<file path="src/design/epbf_sqrt_cell.sv">
`timescale 1ns / 1ps
module epbf_sqrt_cell #(
   parameter int BIT_POS = 62
) (
   input  logic        clock,
   input  logic [63:0] n_i,
   input  logic [63:0] res_i,
   output logic [63:0] n_o,
   output logic [63:0] res_o
);

   logic [63:0] n_in, res_in, n_ff, res_ff;

   always_comb begin
      logic [63:0] bit_v, trial;
      bit_v = 64'd1 << BIT_POS;
      trial = res_i + bit_v;
      if (n_i >= trial) begin
         n_in   = n_i - trial;
         res_in = (res_i >> 1) + bit_v;
      end else begin
         n_in   = n_i;
         res_in = res_i >> 1;
      end
   end

   always_ff @(posedge clock) begin
      n_ff   <= n_in;
      res_ff <= res_in;
   end

   assign n_o   = n_ff;
   assign res_o = res_ff;

endmodule

</file>
<file path="config.mk">
export PLATFORM = sky130hd
export DESIGN_NAME = epbf_sqrt_cell
export DESIGN_NICKNAME = d
export VERILOG_FILES = /design/src/design/epbf_sqrt_cell.sv
export SDC_FILE = /design/constraint.sdc
export NUM_CORES = 1
export LEC_CHECK = 0
export BUFFER_PORTS_ARGS = -buffer_cell sky130_fd_sc_hd__buf_2
export CAP_MARGIN = 0
export CORE_MARGIN = 2
export CORE_UTILIZATION = 35
export CTS_BUF_LIST = sky130_fd_sc_hd__clkbuf_2 sky130_fd_sc_hd__clkbuf_4 sky130_fd_sc_hd__clkbuf_8
export CTS_CLUSTER_DIAMETER = 100
export CTS_CLUSTER_SIZE = 28
export DETAILED_ROUTE_END_ITERATION = 6
export PLACE_DENSITY_LB_ADDON = 0.2
export REMOVE_ABC_BUFFERS = 1
export SYNTH_ARGS = -nofsm -noshare
export SYNTH_HDL_FRONTEND = slang
export SYNTH_SLANG_ARGS = --single-unit
</file>
<file path="constraint.sdc">
create_clock -name clock -period 5.2 [get_ports clock]
set_clock_uncertainty 0.2 [all_clocks]
set_input_delay 0.78 -clock clock [delete_from_list [all_inputs] [get_ports clock]]
set_output_delay 0.78 -clock clock [all_outputs]
set_load 0.005 [all_outputs]
</file>
==> reports/qor.yml <==
holdPathStages: 1
mostFrequentLayoutCell: "buf_2"
cts-root-buf: "clkbuf_8"
track_usage_pct: 18.9
die_y_um: 149
io_pins: 257
busiest_layer: "met2"
dr_total_vias: 6984
drv_cap: 0
slew-limit-headroom_pct: 43.1
use_met3_pct: 4.82
post_cts_buffers: 0
hold_buffers: 0
hpwl_mm: 17.1
ys_ff_latch: 128
remaining_drc_errors: 0
synth_edf_count: 0
synth_top_cell_area_share_pct: 35.0
htreeDepth: 4
endpoint_kind: "flip-flop"
holdCritPathClass: "in2reg"
cts_buffer_depth: 2
portBuffers: 256
grt_first_pass_wirelength_mm: 33.0
setup_slack_ns: 1.03
stdcell_count: 1412
avgSynthCellArea_um2: 8.28
grt_max_degree: 57
grt_pass1_vias: 6655
yosysSeqAreaShare_pct: 35.0
fin_nets: 1321
rows: 52
stdcell_area_um2: 9290
dp_cells: 1378
start_util_pct: 36.0
start_kind: "input port"
cts_buffers: 17
die_w_um: 149
leakagePower_nw: 4.70
cp_data_arrival_time_ns: 4.34
dpl-instance-area_um2: 8840
dp_slack_ns: 0.697
drive_gt1_share_pct: 27.3
wl_per_cell_um: 15.1
cts.reportedPaths.clkPinSlew_ns: 0.08
cts.sinks: 128
finalPower_w: 0.00300
area_growth_pct: 26.8
worstPathMaxFanout: 6
yosysTopAreaCell: "dfxtp_1"
setup_tns_ns: 0
min_period_ns: 4.17
dieArea_um2: 22100
status: "completed"
ys_types: 58
async_flop_share_pct: 0
gp_congestion: 0.873
ant_nets: 0
ir_drop_uv: 143
wl_mm: 21.3
setup_violations: 0
drv_slew: 0
synth_top_cells_by_area: "dfxtp_1, ha_1, a21oi_1"
min_period_over_period_pct: 80.3
synthCells: 885
powerDensity_nw_per_um2: 323
cts_tree: "built"
cts_resized: 0
dr.pass1.iters: 5
criticalPathCategory: "in2reg"
synth-main-ff-cell: "dfxtp_1"
rsz0062_at_grt: "no"
drt_iter0_drc: 242
worstMarginPinSlew_ns: 0.843
layout_common_cells: "buf_2, dfxtp_1, a21oi_1, nor2_1, inv_1"
fmaxAchievable_mhz: 240
grt_use_met2_pct: 31.6
worstPathRequired_ns: 5.37
core_um2: 20400
yosys_warnings: 0
antenna_found_initial: 2
use_met1_pct: 23.4
synth_area_um2: 7330
via_per_inst: 4.95
overflow: 0
hold_viol_final: 0
cell families (layout without fill, tap and decap cells):
logic type	count (synthesis)	after routing	share of synthesized area [%]
compound gates	272	272	23.3
simple gates	234	234	15.5
flops	128	128	35.0
buf+inv	115	370	6.10
fa+ha+maj	65	65	11.2
xor+xnor	56	56	6.69
mux	15	15	2.29
other cells	0	2	0
path summary, 6_finish.rpt:
check	start	endpoint	slack, ns
setup / recovery	n_i[3]	n_o[60]$_DFF_P_	1.03
hold / removal	res_i[59]	res_o[58]$_DFF_P_	0.24
where the power goes:
part | switching (W) | internal [W]
registers | 0.0000279 | 0.00111
logic | 0.000488 | 0.000392
clock network | 0.000410 | 0.000577
total | 0.000925 | 0.00208
Yosys cell counts (all sizes together) (10+ instances only):
| cell | count |
|---|---|
| dfxtp | 128 |
| a21oi | 111 |
| nor2 | 82 |
| inv | 78 |
| ha | 64 |
| nand2 | 52 |
| a21o | 49 |
| o21ai | 43 |
| xnor2 | 36 |
| clkbuf | 26 |
| xor2 | 20 |
| nand4 | 18 |
| mux2 | 14 |
| nand3 | 14 |
| and3 | 13 |
| nor3 | 12 |
| buf | 11 |
| o21bai | 11 |
| and2 | 10 |
| nor2b | 10 |
per-layer routing:
layer,share of wire (%),vias up
li1,-,3586
met1,44,3143
met2,47,219
met3,6.1,36
met4,2.5,0
met5,0,-
through the flow:
step | util [%] | hold WS [ns]
after floorplan | - | 0.608
after detailed placement | 43.4 | 0.697
after global placement | 43.4 | 0.696
final | 45.6 | 0.238
after CTS | 45.6 | 0.195
after global routing | 45.6 | 0.204
sequential cells by signal, summed over array words and instances (netlist names):
register	cells
n_o	64
res_o	64
cell type report:
class | count | area, um^2
Inverter | 78 | 293
Multi-Input combinational cell | 642 | 4320
Antenna cell | 2 | 5.00
Clock buffer | 23 | 298
Clock inverter | 9 | 155
Sequential cell | 128 | 2560
Fill cell | 2070 | 11100
Timing Repair Buffer | 260 | 1320
Tap cell | 270 | 338
worst max-delay path, stage by stage:
cell	delay [ns]
buf_2	0.11
ha_1	0.39
o211ai_1	0.23
a21oi_1	0.08
o41ai_1	0.76
nand4bb_1	0.22
a31oi_1	0.35
o21ai_1	0.21
a21oi_1	0.54
o21ai_0	0.27
and4_1	0.26
nor3_1	0.15
(Power assumes the default switching activity.)
