`src/design/epbf_pkg.sv`:
```
`timescale 1ns / 1ps
package epbf_pkg;

   localparam int MAX_IMAGE_SIDE_DEFAULT = 8192;
   localparam int CORDIC_STAGES_DEFAULT  = 18;

   // One square-root cell per result bit of a 64-bit radicand.
   localparam int SQRT_STEPS = 32;

   // CORDIC datapath width: 33-bit operands scaled by 2^24 plus gain headroom.
   localparam int CX_W = 60;

   // Width of the box edges and of the wrap remainders.
   localparam int BOX_W = 24;
   // The narrowest nonzero image gives 512 half-steps of 1/512 pixel, so this many
   // restoring steps reduce any BOX_W-bit edge below the doubled width.
   localparam int MOD_STEPS = BOX_W - 9;

   localparam logic [31:0] ATAN_TURNS [0:31] = '{
      32'd536870912, 32'd316933406, 32'd167458907, 32'd85004756, 32'd42667331,
      32'd21354465, 32'd10679838, 32'd5340245, 32'd2670163, 32'd1335087,
      32'd667544, 32'd333772, 32'd166886, 32'd83443, 32'd41722, 32'd20861,
      32'd10430, 32'd5215, 32'd2608, 32'd1304, 32'd652, 32'd326, 32'd163,
      32'd81, 32'd41, 32'd20, 32'd10, 32'd5, 32'd3, 32'd1, 32'd1, 32'd0};

   typedef enum logic [2:0] {
      CSR_YAW_OFFSET   = 3'd0,
      CSR_FLIP_MODE    = 3'd1,
      CSR_IMAGE_WIDTH  = 3'd2,
      CSR_IMAGE_HEIGHT = 3'd3,
      CSR_BOX_CENTER_X = 3'd4,
      CSR_BOX_CENTER_Y = 3'd5,
      CSR_BOX_WIDTH    = 3'd6,
      CSR_BOX_HEIGHT   = 3'd7
   } csr_index_type;

   typedef struct packed {
      logic signed [31:0] x;
      logic signed [31:0] y;
      logic signed [31:0] z;
   } point_type;

   // Remainders of the horizontal box edges modulo the doubled image width.
   typedef struct packed {
      logic [BOX_W-1:0] left_mag;
      logic [BOX_W-1:0] span;
      logic [BOX_W-1:0] right;
   } box_rem_type;

endpackage

```
`src/design/epbf_box_setup.sv`:
```
`timescale 1ns / 1ps
module epbf_box_setup #(
   parameter int W2_W = 23
) (
   input  logic                          clock,
   input  logic                          reset,
   input  logic                          start,
   input  logic [epbf_pkg::BOX_W-1:0]    left_mag,
   input  logic [epbf_pkg::BOX_W-1:0]    span,
   input  logic [epbf_pkg::BOX_W-1:0]    right,
   input  logic [W2_W-1:0]               width2,
   output epbf_pkg::box_rem_type         rem,
   output logic                          busy
);

   localparam int BW = epbf_pkg::BOX_W;
   localparam int CW = W2_W + epbf_pkg::MOD_STEPS;
   localparam int CNT_W = $clog2(epbf_pkg::MOD_STEPS);

   logic load_ff, run_ff;
   logic [CNT_W-1:0] cnt_ff;
   logic [BW-1:0] ra_ff, rb_ff, rc_ff;
   logic [BW-1:0] ra_in, rb_in, rc_in;

   always_comb begin
      logic [CW-1:0] d;
      d = CW'(width2) << cnt_ff;
      ra_in = (CW'(ra_ff) >= d) ? ra_ff - d[BW-1:0] : ra_ff;
      rb_in = (CW'(rb_ff) >= d) ? rb_ff - d[BW-1:0] : rb_ff;
      rc_in = (CW'(rc_ff) >= d) ? rc_ff - d[BW-1:0] : rc_ff;
   end

   // A write restarts the pass; the operands are loaded in the next cycle,
   // once the written register holds its new value.
   always_ff @(posedge clock) begin
      if (reset) begin
         load_ff <= 1'b1;
         run_ff  <= 1'b0;
         cnt_ff  <= '0;
      end else if (start) begin
         load_ff <= 1'b1;
         run_ff  <= 1'b0;
      end else if (load_ff) begin
         load_ff <= 1'b0;
         run_ff  <= 1'b1;
         cnt_ff  <= CNT_W'(epbf_pkg::MOD_STEPS - 1);
      end else if (run_ff) begin
         if (cnt_ff == '0) begin
            run_ff <= 1'b0;
         end else begin
            cnt_ff <= cnt_ff - 1'b1;
         end
      end
   end

   always_ff @(posedge clock) begin
      if (load_ff) begin
         ra_ff <= left_mag;
         rb_ff <= span;
         rc_ff <= right;
      end else if (run_ff) begin
         ra_ff <= ra_in;
         rb_ff <= rb_in;
         rc_ff <= rc_in;
      end
   end

   assign rem.left_mag = ra_ff;
   assign rem.span     = rb_ff;
   assign rem.right    = rc_ff;
   assign busy         = load_ff | run_ff;

endmodule

```
`config.mk`:
```
export PLATFORM = sky130hd
export DESIGN_NAME = epbf_box_setup
export DESIGN_NICKNAME = d
export VERILOG_FILES = /design/src/design/epbf_pkg.sv /design/src/design/epbf_box_setup.sv
export SDC_FILE = /design/constraint.sdc
export NUM_CORES = 1
export LEC_CHECK = 0
export ABC_AREA = 1
export BUFFER_PORTS_ARGS = -buffer_cell sky130_fd_sc_hd__buf_2
export CAP_MARGIN = 20
export CORE_ASPECT_RATIO = 1.2
export CORE_MARGIN = 4
export CORE_UTILIZATION = 40
export CTS_CLUSTER_SIZE = 24
export DETAILED_ROUTE_END_ITERATION = 10
export PLACE_DENSITY = 0.73
export SYNTH_ARGS = -nofsm -noshare
export SYNTH_HDL_FRONTEND = slang
export SYNTH_SLANG_ARGS = --single-unit
```
`constraint.sdc`:
```
create_clock -name clock -period 3.95 [get_ports clock]
set_clock_uncertainty 0.2 [all_clocks]
set_input_delay 0.5925 -clock clock [delete_from_list [all_inputs] [get_ports clock]]
set_output_delay 0.5925 -clock clock [all_outputs]
set_load 0.005 [all_outputs]
```
==> metrics.cfg <==
[outcome]
run_status=finished clean

[setup_path]
crit_required_ns=3.80
worst_setup_path_start_kind=flop
timing.rr.start=cnt_ff[0]
cp.arrival_ns=3.59
path_max_fanout=12
worst_setup_path_end_kind=flop
r2r_setup_slack_ns=0.21
worstSetupPathType=flop to flop
reg2reg_depth=17
r2r-end=rb_ff[20]

[floorplanning]
core-area_um2=20500
rows=57
initial_core_util_pct=41.1
dieArea_um2=23400
die_width_um=140
die-height_um=167
ios=171

[global_route]
grt_pass1_wl_mm=46.4
grt_use_total_pct=24.9
grt_overflow=0
grt_max_degree=89
antenna_found_initial=0
grt_pass1_vias=8933

[min_path]
hold_path_startpoint=start
hold_class=input pin to flop
hold_depth=2
hold_path_end=load_ff

[cts]
cts_buffer_depth=2
numCtsBuffers=9
cts.sink_count=78
cts_tree=yes
path_clk_slew_ns=0.07
postCtsHoldBufs=0
root_buffer=clkbuf_16
clock_latency_ns=0.35
htree_levels=3

[finish]
final_nets=1651
drive_above_1_share_pct=20.6
antenna_cells=0
fin_util_pct=49.8
design_area_um2=10200
stdcell_count=1747
num-fill-cells=2115
area_growth_pct=21.2

[route]
drtPass1Iterations=5
drtAntennaViolNets=0
wirelength_mm=29.9
routed_via_density=5.40
drt_iter0_markers=823
route.detailed.wl_per_inst_um=17.1
vias=9437
drcViolationCount=0

[placed_design]
place_hpwl_mm=24.2
place_area_um2=9800
port_buffers=170
dp_slack_ns=-0.222
routabilityCongestion=1.03
placed_cells=1729

[timing]
fin_crit_ns=3.74
worst_slew_pin_slew_ns=0.857
slew_violations=0
setup_viol=0
post-route-period-util_pct=94.7
max_clock_freq_ghz=0.267
finalHoldViolCount=0
fin_ws_ns=0.210
slew_headroom_pct=42.9

[logic_synthesis]
syn_avg_cell_area_um2=6.58
syn_nets=1452
synth_flop_cell=edfxtp_1
synth_most_common_cell=nand2_1
ys_ff_latch=78
yosys.area.top_type=edfxtp_1
ys_warn_count=0
yosysSeqAreaShare_pct=27.1
synth_edf_count=72
syn_inst=1278
async_reset_ff_share_pct=0
synth_top_area_share_pct=25.7
synth_area_um2=8410
synth.distinct_cells=41
synthTopCellsByArea=edfxtp_1, nand2_1, ha_1
ys_top_cells_by_count=nand2_1, inv_1, nand3_1, nor2_1, a21oi_1

[power]
pwr-share-comb_pct=64.5
seqPwrFrac_pct=21.0
netSwitchingFraction_pct=49.0
p_per_area_nw_per_um2=581
internal-power_w=0.00302
switchingPower_w=0.00290
p_leak_nw=5.10
p_clk_share_pct=14.6
ir_drop_uv=247

[flow_run]
drv_cap=0

[metal layers]
layer  GRT usage [%]  wire length [µm]  part of all wire [%]  vias up
met1            32.0             12600                    42     4299
met5               0                 0                     0        -
li1                -                 -                     -     4743
met2            42.8             14400                    48      344
met4            8.77               922                   3.1        0
met3            3.41              1990                   6.6       51
[cells in the final DEF (no fill, tap or decap), types with 5 or more instances in the layout]
master	count
o21ai_1	11
or2_2	28
nor3_1	15
o21ai_2	12
clkbuf_16	10
a21oi_1	90
nand2_2	7
o21a_1	5
nand4_1	18
nand2_1	428
nor2_1	98
o21ai_0	77
edfxtp_1	72
nor4_1	9
ha_1	70
o21bai_1	9
buf_4	47
nand3_1	106
xor2_1	6
inv_1	111
buf_2	170
a31oi_1	13
xnor2_1	10
a21boi_0	6
[final cells by class]
cell class,instances,area [µm²],share of cell area (%)
clock buffers,12,278,2.73
repair buffers,221,1270,12.4
multi-input cells,1052,5560,54.6
well taps,265,332,3.25
flip-flops and latches,78,2290,22.4
clock inverters,4,27.5,0.270
inverters,115,440,4.32
[sequential cells by signal (all words and copies together) (netlist names)]
signal   flops
ra_ff       24
rb_ff       24
cnt_ff       4
rc_ff       24
load_ff      1
run_ff       1
[logic make-up (layout without fill, tap and decap cells)]
| group | count (synthesis) | after routing | share of synthesized area (%) |
|---|---|---|---|
| AOI/OAI and AO/OA | 240 | 240 | 16.0 |
| xor gates and xnor gates | 16 | 16 | 1.67 |
| buffers and inverters | 148 | 352 | 7.26 |
| adders and majority gates | 76 | 76 | 11.6 |
| and+or+nand+nor | 720 | 720 | 36.3 |
| DFF | 78 | 78 | 27.1 |
[stage by stage]
stage               hold slack (ns)  TNS (ns)  total power, W
finish                        0.275         0         0.00592
global route                  0.272    -0.117         0.00642
CTS                           0.268         0         0.00582
detailed placement            0.414    -13.29         0.00495
global placement              0.403     -7.77         0.00494
floorplan                     0.394         0         0.00371
[worst max path at each step]
| stage | start | end | slack, ns | cells after the start |
|---|---|---|---|---|
| 4_1_cts | cnt_ff[1] | rb_ff[18] | 0.08 | 16 |
| 6_report | cnt_ff[0] | rb_ff[20] | 0.21 | 17 |
| 5_1_grt | cnt_ff[0] | rc_ff[7] | -0.01 | 19 |
| 3_3_place_gp | width2[2] | rb_ff[16] | -0.14 | 15 |
| 2_1_floorplan | cnt_ff[0] | rb_ff[0] | 0.22 | 19 |
| 3_5_place_dp | width2[1] | rc_ff[16] | -0.22 | 17 |
[power by group through the flow]
stage / sequential (W) / combinational [W] / clock [W]
floorplan: 0.00121 / 0.00249 / 0
CTS: 0.00124 / 0.00372 / 0.000861
global placement: 0.00126 / 0.00368 / 0
global route: 0.00125 / 0.00426 / 0.000903
detailed placement: 0.00125 / 0.00370 / 0
finish: 0.00124 / 0.00382 / 0.000862
[worst max-delay path, cell delays in order, from the launching register on]
cell and delay [ns]:
dfxtp_2 0.38, buf_4 0.17, nand2_1 0.05, nand2_1 0.09
nor2_1 0.05, a31oi_1 0.21, nand2_1 0.07, o21ai_0 0.14
nand2_1 0.30, ha_1 0.45, a21oi_1 0.11, o21ai_0 0.19
a21oi_1 0.11, or2_2 0.30, nand3_1 0.09, a21boi_0 0.11
o21ai_2 0.16, buf_4 0.25
[what timing repair did]
item	CTS	global route
gates resized for setup	4	22
pin swaps	0	1
endpoints found under the setup margin	72	86
setup buffers	0	2
Power figures use the tool's default switching activity.
