==> src/design/epbf_pkg.sv <==
`timescale 1ns / 1ps
package epbf_pkg;

   localparam int MAX_IMAGE_SIDE_DEFAULT = 8192;
   localparam int CORDIC_STAGES_DEFAULT  = 18;

   // One square-root cell per result bit of a 64-bit radicand.
   localparam int SQRT_STEPS = 32;

   // CORDIC datapath width: 33-bit operands scaled by 2^24 plus gain headroom.
   localparam int CX_W = 60;

   // Width of the box edges and of the wrap remainders.
   localparam int BOX_W = 24;
   // The narrowest nonzero image gives 512 half-steps of 1/512 pixel, so this many
   // restoring steps reduce any BOX_W-bit edge below the doubled width.
   localparam int MOD_STEPS = BOX_W - 9;

   localparam logic [31:0] ATAN_TURNS [0:31] = '{
      32'd536870912, 32'd316933406, 32'd167458907, 32'd85004756, 32'd42667331,
      32'd21354465, 32'd10679838, 32'd5340245, 32'd2670163, 32'd1335087,
      32'd667544, 32'd333772, 32'd166886, 32'd83443, 32'd41722, 32'd20861,
      32'd10430, 32'd5215, 32'd2608, 32'd1304, 32'd652, 32'd326, 32'd163,
      32'd81, 32'd41, 32'd20, 32'd10, 32'd5, 32'd3, 32'd1, 32'd1, 32'd0};

   typedef enum logic [2:0] {
      CSR_YAW_OFFSET   = 3'd0,
      CSR_FLIP_MODE    = 3'd1,
      CSR_IMAGE_WIDTH  = 3'd2,
      CSR_IMAGE_HEIGHT = 3'd3,
      CSR_BOX_CENTER_X = 3'd4,
      CSR_BOX_CENTER_Y = 3'd5,
      CSR_BOX_WIDTH    = 3'd6,
      CSR_BOX_HEIGHT   = 3'd7
   } csr_index_type;

   typedef struct packed {
      logic signed [31:0] x;
      logic signed [31:0] y;
      logic signed [31:0] z;
   } point_type;

   // Remainders of the horizontal box edges modulo the doubled image width.
   typedef struct packed {
      logic [BOX_W-1:0] left_mag;
      logic [BOX_W-1:0] span;
      logic [BOX_W-1:0] right;
   } box_rem_type;

endpackage

==> src/design/epbf_cordic_cell.sv <==
`timescale 1ns / 1ps
module epbf_cordic_cell #(
   parameter int SHIFT = 0
) (
   input  logic                              clock,
   input  logic signed [epbf_pkg::CX_W-1:0]  x_i,
   input  logic signed [epbf_pkg::CX_W-1:0]  y_i,
   input  logic        [31:0]                z_i,
   output logic signed [epbf_pkg::CX_W-1:0]  x_o,
   output logic signed [epbf_pkg::CX_W-1:0]  y_o,
   output logic        [31:0]                z_o
);

   logic signed [epbf_pkg::CX_W-1:0] x_in, y_in, x_ff, y_ff;
   logic [31:0] z_in, z_ff;

   always_comb begin
      logic signed [epbf_pkg::CX_W-1:0] dx, dy;
      dx = y_i >>> SHIFT;
      dy = x_i >>> SHIFT;
      // Rotate toward the positive x axis; the arithmetic shift floors.
      if (!y_i[epbf_pkg::CX_W-1]) begin
         x_in = x_i + dx;
         y_in = y_i - dy;
         z_in = z_i + epbf_pkg::ATAN_TURNS[SHIFT];
      end else begin
         x_in = x_i - dx;
         y_in = y_i + dy;
         z_in = z_i - epbf_pkg::ATAN_TURNS[SHIFT];
      end
   end

   always_ff @(posedge clock) begin
      x_ff <= x_in;
      y_ff <= y_in;
      z_ff <= z_in;
   end

   assign x_o = x_ff;
   assign y_o = y_ff;
   assign z_o = z_ff;

endmodule

==> config.mk <==
export PLATFORM = sky130hd
export DESIGN_NAME = epbf_cordic_cell
export DESIGN_NICKNAME = d
export VERILOG_FILES = /design/src/design/epbf_pkg.sv /design/src/design/epbf_cordic_cell.sv
export SDC_FILE = /design/constraint.sdc
export NUM_CORES = 1
export LEC_CHECK = 0
export ABC_AREA = 1
export BUFFER_PORTS_ARGS = -buffer_cell sky130_fd_sc_hd__buf_2
export CAP_MARGIN = 20
export CELL_PAD_IN_SITES_DETAIL_PLACEMENT = 1
export CELL_PAD_IN_SITES_GLOBAL_PLACEMENT = 2
export CORE_MARGIN = 4
export CORE_UTILIZATION = 30
export CTS_BUF_LIST = sky130_fd_sc_hd__clkbuf_2 sky130_fd_sc_hd__clkbuf_4 sky130_fd_sc_hd__clkbuf_8
export DETAILED_ROUTE_END_ITERATION = 16
export MAX_ROUTING_LAYER = met4
export PLACE_DENSITY = 0.95
export SETUP_SLACK_MARGIN = 0.1
export SLEW_MARGIN = 30
export SYNTH_ARGS = -nofsm -noshare
export SYNTH_HDL_FRONTEND = slang
export SYNTH_SLANG_ARGS = --single-unit
export TNS_END_PERCENT = 10
==> constraint.sdc <==
create_clock -name clock -period 2 [get_ports clock]
set_clock_uncertainty 0.1 [all_clocks]
set_input_delay 0.1 -clock clock [delete_from_list [all_inputs] [get_ports clock]]
set_output_delay 0.1 -clock clock [all_outputs]
set_load 0.005 [all_outputs]
==> results of run 1 <==
## registers in the layout (all words and copies together) (netlist names)
| signal | cells |
|---|---|
| x_o | 59 |
| y_o | 60 |
| z_o | 32 |
## placed cells by master (no fill, tap or decap), drive strengths merged, types with 5 or more instances in the layout
cell type,count
o21ai,117
o22ai,7
clkinv,5
nor3,26
dfxtp,151
o21bai,19
nand2,1448
nor2,247
buf,936
inv,817
ha,177
dlygate4sd3,56
nand4,57
a21oi,175
clkbuf,18
and2,8
diode,5
xor2,47
nand3,274
a31oi,6
## synth_stat cells, types with 2 or more instances
cell type,count
nand4_1,57
nand3_2,8
mux2i_1,2
nand3_1,266
a31oi_1,6
a21o_1,3
clkbuf_1,16
nor3_2,15
xor2_1,47
a21oi_1,175
xnor2_1,2
buf_1,3
o31ai_1,4
dfxtp_1,151
fa_1,4
inv_1,801
and2_0,3
o22ai_1,7
inv_2,10
o21ai_0,110
nor2_1,206
and2_1,5
nand3b_1,3
o21ai_1,6
ha_1,177
buf_6,9
o21bai_1,19
nand2_4,4
buf_2,25
buf_4,23
nor3_1,10
o21a_1,4
nand2_2,13
nand2_1,1431
nor2_4,3
a21boi_0,4
nor2_2,38
## what timing repair did
item                                    in CTS  in global routing
endpoints found under the setup margin       2                 84
hold buffers                                54                  2
buffers inserted                             0                  3
hold endpoints to repair                    70                  5
gates resized for setup                      2                124
pin swaps                                    0                  8
## per-layer routing
metal / track usage, % / vias up / part of all wire (%)
li1: - / 12900 / -
met1: 35.5 / 12600 / 41
met2: 48.5 / 947 / 46
met3: 5.58 / 252 / 7.4
met4: 14.1 / 0 / 5.2
met5: - / - / 0
## area by class of cell
type	instances	area, um^2
sequential	151	3020
tap	855	1070
timing repair buffer	992	7000
clock inverter	14	164
antenna	5	12.5
multi-input combinational	2638	13600
fill	9190	36700
clock buffer	18	241
inverter	811	3050
## how the worst max path moves through the flow
stage,end,start
finish,x_o[50]$_DFF_P_,x_i[42]
global route,y_o[47]$_DFF_P_,x_i[2]
CTS,x_o[47]$_DFF_P_,x_i[16]
detailed placement,x_o[23]$_DFF_P_,x_i[16]
global placement,x_o[23]$_DFF_P_,x_i[16]
floorplan,y_o[30]$_DFF_P_,x_i[0]
## power groups by stage
stage                     Sequential, mW  Combinational [mW]  Clock (mW)
final                               3.74                8.23        2.74
after global routing                3.76                8.89        2.91
after CTS                           3.74                7.90        2.82
after detailed placement            3.81                7.73           0
after global placement              3.80                7.53           0
after floorplan                     3.75                3.61           0
## through the flow
step | hold slack [ps] | std cells | setup slack [ps]
finish | 13.4 | 5484 | 111
global route | 0.328 | 5484 | 51.4
CTS | -266 | 5474 | 64.6
detailed placement | 104 | 5388 | -626
global placement | 102 | 5388 | -632
floorplan | 27.7 | 3677 | 189
## cell families after synthesis
logic type	after synthesis	synth area share [%]
compound gates	340	9.18
flops	151	15.3
simple gates	2066	43.7
fa+ha+maj	181	11.6
mux	2	0.102
xor+xnor	49	2.18
buf+inv	888	17.8
## worst min-delay path, stage by stage
cell and delay [ps]:
buf_4 190, xor2_1 150, nand2_1 110, nand3_2 60
nand2_1 50
==> results by group, run 1 <==
GRT
  – Largest net degree at the start of global routing: 46
  – Vias in the first global route: 27600
  – Tot GR Track Use: 29.7%
  – First-pass GRT wire length: 155000 um
  – Gr ovfl total: 0
  – Initial antenna violation count: 5

Placement
  – Dpl hpwl: 90100 um
  – PortBufs: 304
  – Post-DP Area: 26700 um^2
  – GP Congestion: 1.03

Power
  – Int Power: 7.85 mW
  – Clk network pwr share: 18.6%
  – Flop pwr share: 25.4%
  – Psw: 6.86 mW
  – Sw frac: 46.6%
  – Static Leakage: 16.9 nW
  – Worst vdd ir: 0.417 mV
  – Comb pwr share: 55.9%
  – Power per Cell Area: 522 nW/um^2
  – Total power draw: 14.7 mW

Die
  – # rows: 93
  – Ports: 305
  – Die W: 264 um
  – Die height: 264 um
  – Core ar.: 64800 um^2
  – Initial Util: 30.4%
  – Die area: 69900 um^2

Final layout
  – Final layout net count: 4945
  – Design Area, Final: 28200 um^2
  – Syn-to-layout area delta: 42.8%
  – Fin util: 43.4%
  – Layout cell share with drive strength beyond 1: 25.5%

Timing
  – Setup TNS: 0 ps
  – Tmin final: 1890 ps
  – Final cycle utilization of the critical path: 94.4%
  – Worst-Margin Slew: 824 ps
  – Max-slew headroom: 44.9%
  – Setup-failing EPs final: 0
  – Unrepaired setup endpoints after global routing: true
  – Final Hold Violating Endpoints: 0
  – Fmax achieved: 529 MHz
  – Slew Viols, Final: 0

Synthesis
  – Synth top area cells: nand2_1 27%, dfxtp_1 15%, inv_1 15%, ha_1 11%, nand3_1 6.8%
  – Cells after synthesis: 3677
  – Synth cell types: 44
  – Main synth FF type: dfxtp_1
  – Synth Register Bits: 151
  – Asr flop ratio synth: 0%
  – Top cell type's share of synthesized area: 27.2%
  – Yosys top cell by area: nand2_1
  – Sequential fraction of the synthesis area: 15.3%
  – Post-synthesis cell area: 19700 um^2
  – Post-synth EDFFs: 0
  – Syn Nets: 4011
  – Mean post-synth cell area: 5.36 um^2
  – Syn. warnings: 0

Clock tree
  – Num CTS Buffers: 17
  – CTS HTree Levels: 4
  – Bufs on Longest Clock Path: 2
  – Clock sink count: 151
  – CTS tree: done
  – Root buf cell: clkbuf_8
  – Clock transition at path regs: 120 ps

Worst setup path
  – CP bufs+invs: 3
  – Levels on crit path: 14
  – Startpoint types: input pin
  – Critical path capture point type: flop
  – Crit Path Category: in2reg
  – CP cell instances: buf_2 > inv_1 > ha_1 > nand2_1 > inv_1 > nand2_1 > nor3_2 > nand2_1 > nor2_2 > nand2_1 > nand3_1 > nand2_1 > nand3_1 > nand2_1
  – CP delay by family, top: simple AND/OR/NAND/NOR gates
  – Max incr delay on CP: 510 ps
  – CP Max Fanout: 8
  – Max stage delay cell, worst path: ha_1
  – CP required: 2380 ps
  – Most used cell, CP: nand2_1
  – Data arrival time of the critical path: 2270 ps

Outcome
  – Status: completed

Routing
  – Detail Route Antenna Nets: 0
  – DR vias/cell: 4.88
  – Drt total wl: 107000 um
  – DRT Pass-1 Iters: 6
  – Routed vias: 26800
  – WL per Instance: 19.4 um
  – Post-route DRC: 0
  – Initial DRC Count: 1899

Hold path
  – Hold path depth: 5
  – WHS Endpoint: x_o[59]$_DFF_P_
  – Hold Crit Class: in2reg
  – Worst hold path startpoint: y_i[59]

Run
  – Maxcap violations: 0
Note: power is estimated with default switching activity, not from simulation.
==> run 2: changes to the inputs <==
--- a/config.mk
+++ b/config.mk
@@ -6,14 +6,14 @@
 export NUM_CORES = 1
 export LEC_CHECK = 0
 export ABC_AREA = 1
-export BUFFER_PORTS_ARGS = -buffer_cell sky130_fd_sc_hd__buf_2
 export CAP_MARGIN = 20
 export CELL_PAD_IN_SITES_DETAIL_PLACEMENT = 1
 export CELL_PAD_IN_SITES_GLOBAL_PLACEMENT = 2
 export CORE_MARGIN = 4
-export CORE_UTILIZATION = 30
+export CORE_UTILIZATION = 34
 export CTS_BUF_LIST = sky130_fd_sc_hd__clkbuf_2 sky130_fd_sc_hd__clkbuf_4 sky130_fd_sc_hd__clkbuf_8
 export DETAILED_ROUTE_END_ITERATION = 16
+export DONT_BUFFER_PORTS = 1
 export MAX_ROUTING_LAYER = met4
 export PLACE_DENSITY = 0.95
 export SETUP_SLACK_MARGIN = 0.1
==> run 2 against run 1 <==
  * Die area shrank 11%
  * Sequential cell count is the same
  * Sequential share of layout area grew 1.2 points
  * Fmax shrank 0.84%
==> results by group, run 2 (synthesis results as in run 1) <==
Outcome
  – Status: completed

Worst setup path
  – Critical path capture point type: flop
  – Crit Path Category: in2reg
  – Startpoint types: input pin
  – CP Max Fanout: 8
  – CP required: 2420 ps
  – Data arrival time of the critical path: 2320 ps

Final layout
  – Layout cell share with drive strength beyond 1: 15.0%
  – Commonest non-fill, non-tap cells in the layout: 1428 x nand2_1, 801 x inv_1, 461 x buf_4, 265 x nand3_1, 199 x nor2_1
  – Max FFs per register: 60
  – Syn-to-layout area delta: 28.5%
  – Final layout net count: 4518
  – Most common cell after layout, fill and taps aside: nand2_1

Routing
  – DR vias/cell: 5.03
  – DRT Pass-1 Iters: 5
  – Routed vias: 25000
  – WL per Instance: 19.9 um
  – Initial DRC Count: 1694
  – Drt total wl: 98600 um
  – Post-route DRC: 0
  – Detail Route Antenna Nets: 0

GRT
  – First-pass GRT wire length: 150000 um
  – Tot GR Track Use: 31.9%
  – Gr ovfl total: 0
  – Grt met2 use: 51.6%
  – Largest net degree at the start of global routing: 98
  – Met1 usage in global routing: 38.5%
  – Initial antenna violation count: 2
  – Met3 GRT Util: 6.43%
  – GRT busiest layer: met2
  – Vias in the first global route: 25900

Power
  – Power per Cell Area: 535 nW/um^2
  – Comb pwr share: 51.8%
  – Clk network pwr share: 19.5%
  – Static Leakage: 15.1 nW
  – Flop pwr share: 28.7%
  – Psw: 6.33 mW
  – Int Power: 7.23 mW
  – Sw frac: 46.7%
  – Worst vdd ir: 0.537 mV

Clock tree
  – CTS HTree Levels: 4
  – Clock sink count: 151
  – Clock transition at path regs: 100 ps
  – Bufs on Longest Clock Path: 2
  – Num CTS Buffers: 17
  – Root buf cell: clkbuf_8
  – Buffer count from post-CTS setup fixing: 0
  – CTS tree: done

Die
  – Die area: 61900 um^2
  – Die W: 249 um
  – Core ar.: 57600 um^2
  – Initial Util: 34.2%
  – Ports: 305
  – # rows: 88
  – Die height: 249 um

Placement
  – Dpl ws: -526 ps
  – GP Congestion: 1.07
  – Dpl hpwl: 84600 um
  – PortBufs: 0

Hold path
  – Hold path depth: 6
  – Hold Crit Class: in2reg
  – Worst hold path startpoint: x_i[57]
  – WHS Endpoint: x_o[57]$_DFF_P_

Timing
  – Worst-Margin Slew: 828 ps
  – Final WS setup: 95.1 ps
  – Max-slew headroom: 44.6%
  – Final cycle utilization of the critical path: 95.2%
  – Tmin final: 1900 ps
  – Final Hold Violating Endpoints: 0
  – Setup TNS: 0 ps
  – Fmax achieved: 525 MHz
  – Setup-failing EPs final: 0
  – Unrepaired setup endpoints after global routing: true
  – Slew Viols, Final: 0

Run
  – Maxcap violations: 0
[run 2: worst max path at each step]
stage / start / endpoint / slack (ps) / cells after the start
finish: x_i[9] / y_o[18]$_DFF_P_ / 100 / 12
global route: x_i[9] / y_o[18]$_DFF_P_ / 70 / 12
CTS: y_i[57] / x_o[58]$_DFF_P_ / 120 / 11
detailed placement: x_i[6] / y_o[18]$_DFF_P_ / -530 / 14
global placement: x_i[6] / y_o[18]$_DFF_P_ / -430 / 14
floorplan: x_i[0] / y_o[30]$_DFF_P_ / 190 / 15
[run 2: final cells by class]
| class | instances | area [um^2] |
|---|---|---|
| diodes | 2 | 5.00 |
| fillers | 8212 | 32200 |
| multi-input cells | 2638 | 13300 |
| well taps | 765 | 957 |
| repair buffers | 565 | 4650 |
| inverters | 811 | 3050 |
| clock inverters | 15 | 158 |
| flip-flops and latches | 151 | 3020 |
| clock buffers | 17 | 234 |
[run 2: metal layers]
metal / wire [um] / vias up
met5: 0 / -
met4: 5270 / 0
met3: 7370 / 231
met2: 44400 / 861
met1: 41600 / 11800
li1: - / 12100
[run 2: power groups by stage]
stage / registers [mW] / logic (mW) / clock network, mW
global placement: 3.98 / 6.40 / 0
CTS: 3.91 / 6.83 / 2.72
floorplan: 3.75 / 3.61 / 0
finish: 3.89 / 7.02 / 2.65
detailed placement: 3.98 / 6.55 / 0
global route: 3.94 / 7.64 / 2.83
[run 2: what timing repair did]
action / CTS / global route
hold endpoints to repair: 139 / 1
hold buffers: 90 / 1
pin swaps: 0 / 1
resized for setup: 1 / 29
endpoints found under the setup margin: 1 / 46
[run 2: metrics by stage]
stage                     hold slack (ps)  total power [mW]  util [%]  area (um^2)  std cells
after floorplan                      27.7              7.36         -        19700       3677
after global placement               27.8              10.4      41.5        23900       4839
after detailed placement             27.8              10.5      41.5        23900       4839
after CTS                            2.84              13.5      43.8        25200       4961
after global routing                 42.5              14.4      44.0        25300       4964
final                                51.2              13.6      44.0        25300       4964
[run 2: critical path, stage by stage]
cell and delay [ps]:
inv_1 20, ha_1 430, nand2_1 210, nor2_2 280, nand2_1 190, buf_4 170, nand2_1 50, nand2_1 80
nand3_1 210, o21ai_0 120, o21ai_0 270, buf_4 170
==> run 3: changes to the inputs <==
--- a/config.mk
+++ b/config.mk
@@ -10,12 +10,12 @@
 export CELL_PAD_IN_SITES_DETAIL_PLACEMENT = 1
 export CELL_PAD_IN_SITES_GLOBAL_PLACEMENT = 2
 export CORE_MARGIN = 4
-export CORE_UTILIZATION = 34
-export CTS_BUF_LIST = sky130_fd_sc_hd__clkbuf_2 sky130_fd_sc_hd__clkbuf_4 sky130_fd_sc_hd__clkbuf_8
+export CORE_UTILIZATION = 33
+export CTS_BUF_LIST = sky130_fd_sc_hd__clkbuf_16
 export DETAILED_ROUTE_END_ITERATION = 16
 export DONT_BUFFER_PORTS = 1
 export MAX_ROUTING_LAYER = met4
-export PLACE_DENSITY = 0.95
+export PLACE_DENSITY = 0.94
 export SETUP_SLACK_MARGIN = 0.1
 export SLEW_MARGIN = 30
 export SYNTH_ARGS = -nofsm -noshare
==> run 3 against run 2 <==
  * The flow now finishes with violations (hold timing)
  * Total power increased by 6.3%
  * Global-route usage decreased by 0.48 points
  * Clock power increased by 33%
  * Worst setup slack got worse by 18 ps
  * Sequential cell count unchanged
  * Routed wire length increased by 1.5%
==> results by group, run 3 (synthesis results as in run 1) <==
Routing
  – WL per Instance: 20.3 um
  – Drt total wl: 100000 um
  – DRT Pass-1 Iters: 5
  – Detail Route Antenna Nets: 0
  – Post-route DRC: 0
  – DR vias/cell: 5.05
  – Initial DRC Count: 1892
  – Routed vias: 25000

Final layout
  – Max FFs per register: 60
  – Design Area, Final: 25300 um^2
  – Commonest non-fill, non-tap cells in the layout: 1426 x nand2_1, 801 x inv_1, 477 x buf_4, 262 x nand3_1, 189 x nor2_1
  – Layout cell share with drive strength beyond 1: 16.2%
  – Finished Layout Cells: 4939
  – Fillers: 8335
  – Syn-to-layout area delta: 28.1%
  – Final layout net count: 4487
  – Fin util: 42.7%
  – Most common cell after layout, fill and taps aside: nand2_1

Power
  – Power per Cell Area: 571 nW/um^2
  – Worst vdd ir: 0.714 mV
  – Static Leakage: 15.0 nW
  – Total power draw: 14.4 mW

Timing
  – Setup TNS: 0 ps
  – Max-slew headroom: 50.0%
  – Slew Viols, Final: 0
  – Hold_ws: -323 ps
  – Worst-Margin Slew: 748 ps
  – Fmax achieved: 520 MHz
  – Final Hold Violating Endpoints: 85
  – Final cycle utilization of the critical path: 96.1%
  – Unrepaired setup endpoints after global routing: true
  – Final WS setup: 77.4 ps
  – Setup-failing EPs final: 0
  – Tmin final: 1920 ps

GRT
  – Initial antenna violation count: 4
  – First-pass GRT wire length: 148000 um
  – Largest net degree at the start of global routing: 112
  – Tot GR Track Use: 31.4%
  – Vias in the first global route: 25300
  – Gr ovfl total: 0

Placement
  – Dpl ws: -516 ps
  – PortBufs: 0
  – Dpl hpwl: 85500 um
  – GP Congestion: 1.03
  – Post-DP Area: 24000 um^2
  – Inst Count DP: 4859

Clock tree
  – Clock transition at path regs: 80 ps
  – CTS HTree Levels: 4
  – Clock sink count: 151
  – CTS tree: done
  – Bufs on Longest Clock Path: 2
  – Root buf cell: clkbuf_16
  – # hold bufs at CTS: 48
  – Num CTS Buffers: 17

Die
  – Core ar.: 59100 um^2
  – Die height: 252 um
  – Die W: 252 um
  – # rows: 89
  – Initial Util: 33.3%
  – Ports: 305
  – Die area: 63700 um^2

Outcome
  – Status: finished, violations left
  – Failing checks: hold timing

Worst setup path
  – CP Max Fanout: 4
  – Crit Path Category: in2reg
  – Data arrival time of the critical path: 2220 ps
  – CP cell instances: inv_1 > ha_1 > fa_1 > inv_1 > nand2_1 > nand3_1 > buf_4 > inv_1 > nor2_1 > o22ai_1 > dlygate4sd3_1
  – CP bufs+invs: 5
  – Most used cell, CP: inv_1
  – Startpoint types: input pin
  – CP delay by family, top: buffers and inverters
  – Max incr delay on CP: 550 ps
  – Max stage delay cell, worst path: dlygate4sd3_1
  – CP required: 2300 ps
  – Critical path capture point type: flop

Hold path
  – Hold Crit Class: in2reg

Run
  – Maxcap violations: 0
run 3: changes by cell type in the layout (fill, tap and decap cells not counted), sizes merged:
cell / before / now
buf: 475 / 488
diode: 2 / 1
dlygate4sd3: 90 / 46
clkinvlp: 3 / 2
clkinv: 3 / 6
inv: 819 / 816
run 3: per-layer routing:
metal	share of wire [%]	wire length (um)	track usage, %	up-vias
li1	-	-	-	12000
met1	42	42300	38.4	11800
met2	45	45400	50.7	881
met3	7.3	7310	5.67	218
met4	5.0	5010	14.0	0
met5	0	0	-	-
run 3: final timing paths:
kind | from | endpoint | slack (ps) | cells past startpoint
hold / removal | y_i[59] | x_o[27]$_DFF_P_ | -320 | 1
setup / recovery | x_i[0] | x_o[4]$_DFF_P_ | 80 | 11
run 3: area by class of cell:
type                            count  area, um^2  share of cell area (%)
Timing Repair Buffer              534        4250                    16.8
Antenna cell                        1        2.50                 0.00991
Sequential cell                   151        3020                    12.0
Clock inverter                     14         166                   0.659
Inverter                          811        3050                    12.1
Tap cell                          773         967                    3.83
Multi-Input combinational cell   2638       13400                    53.0
Clock buffer                       17         425                    1.68
run 3: power breakdown:
group	switching [mW]	internal (mW)	total [mW]
clock network	1.76	1.76	3.52
registers	0.387	3.50	3.89
logic	4.33	2.67	7.00
run 3: what timing repair did:
item                                    CTS  global route
endpoints found under the setup margin    7            75
hold endpoints to repair                130            84
pin swaps                                 0             0
gates resized for setup                   2            62
setup buffers                             0             0
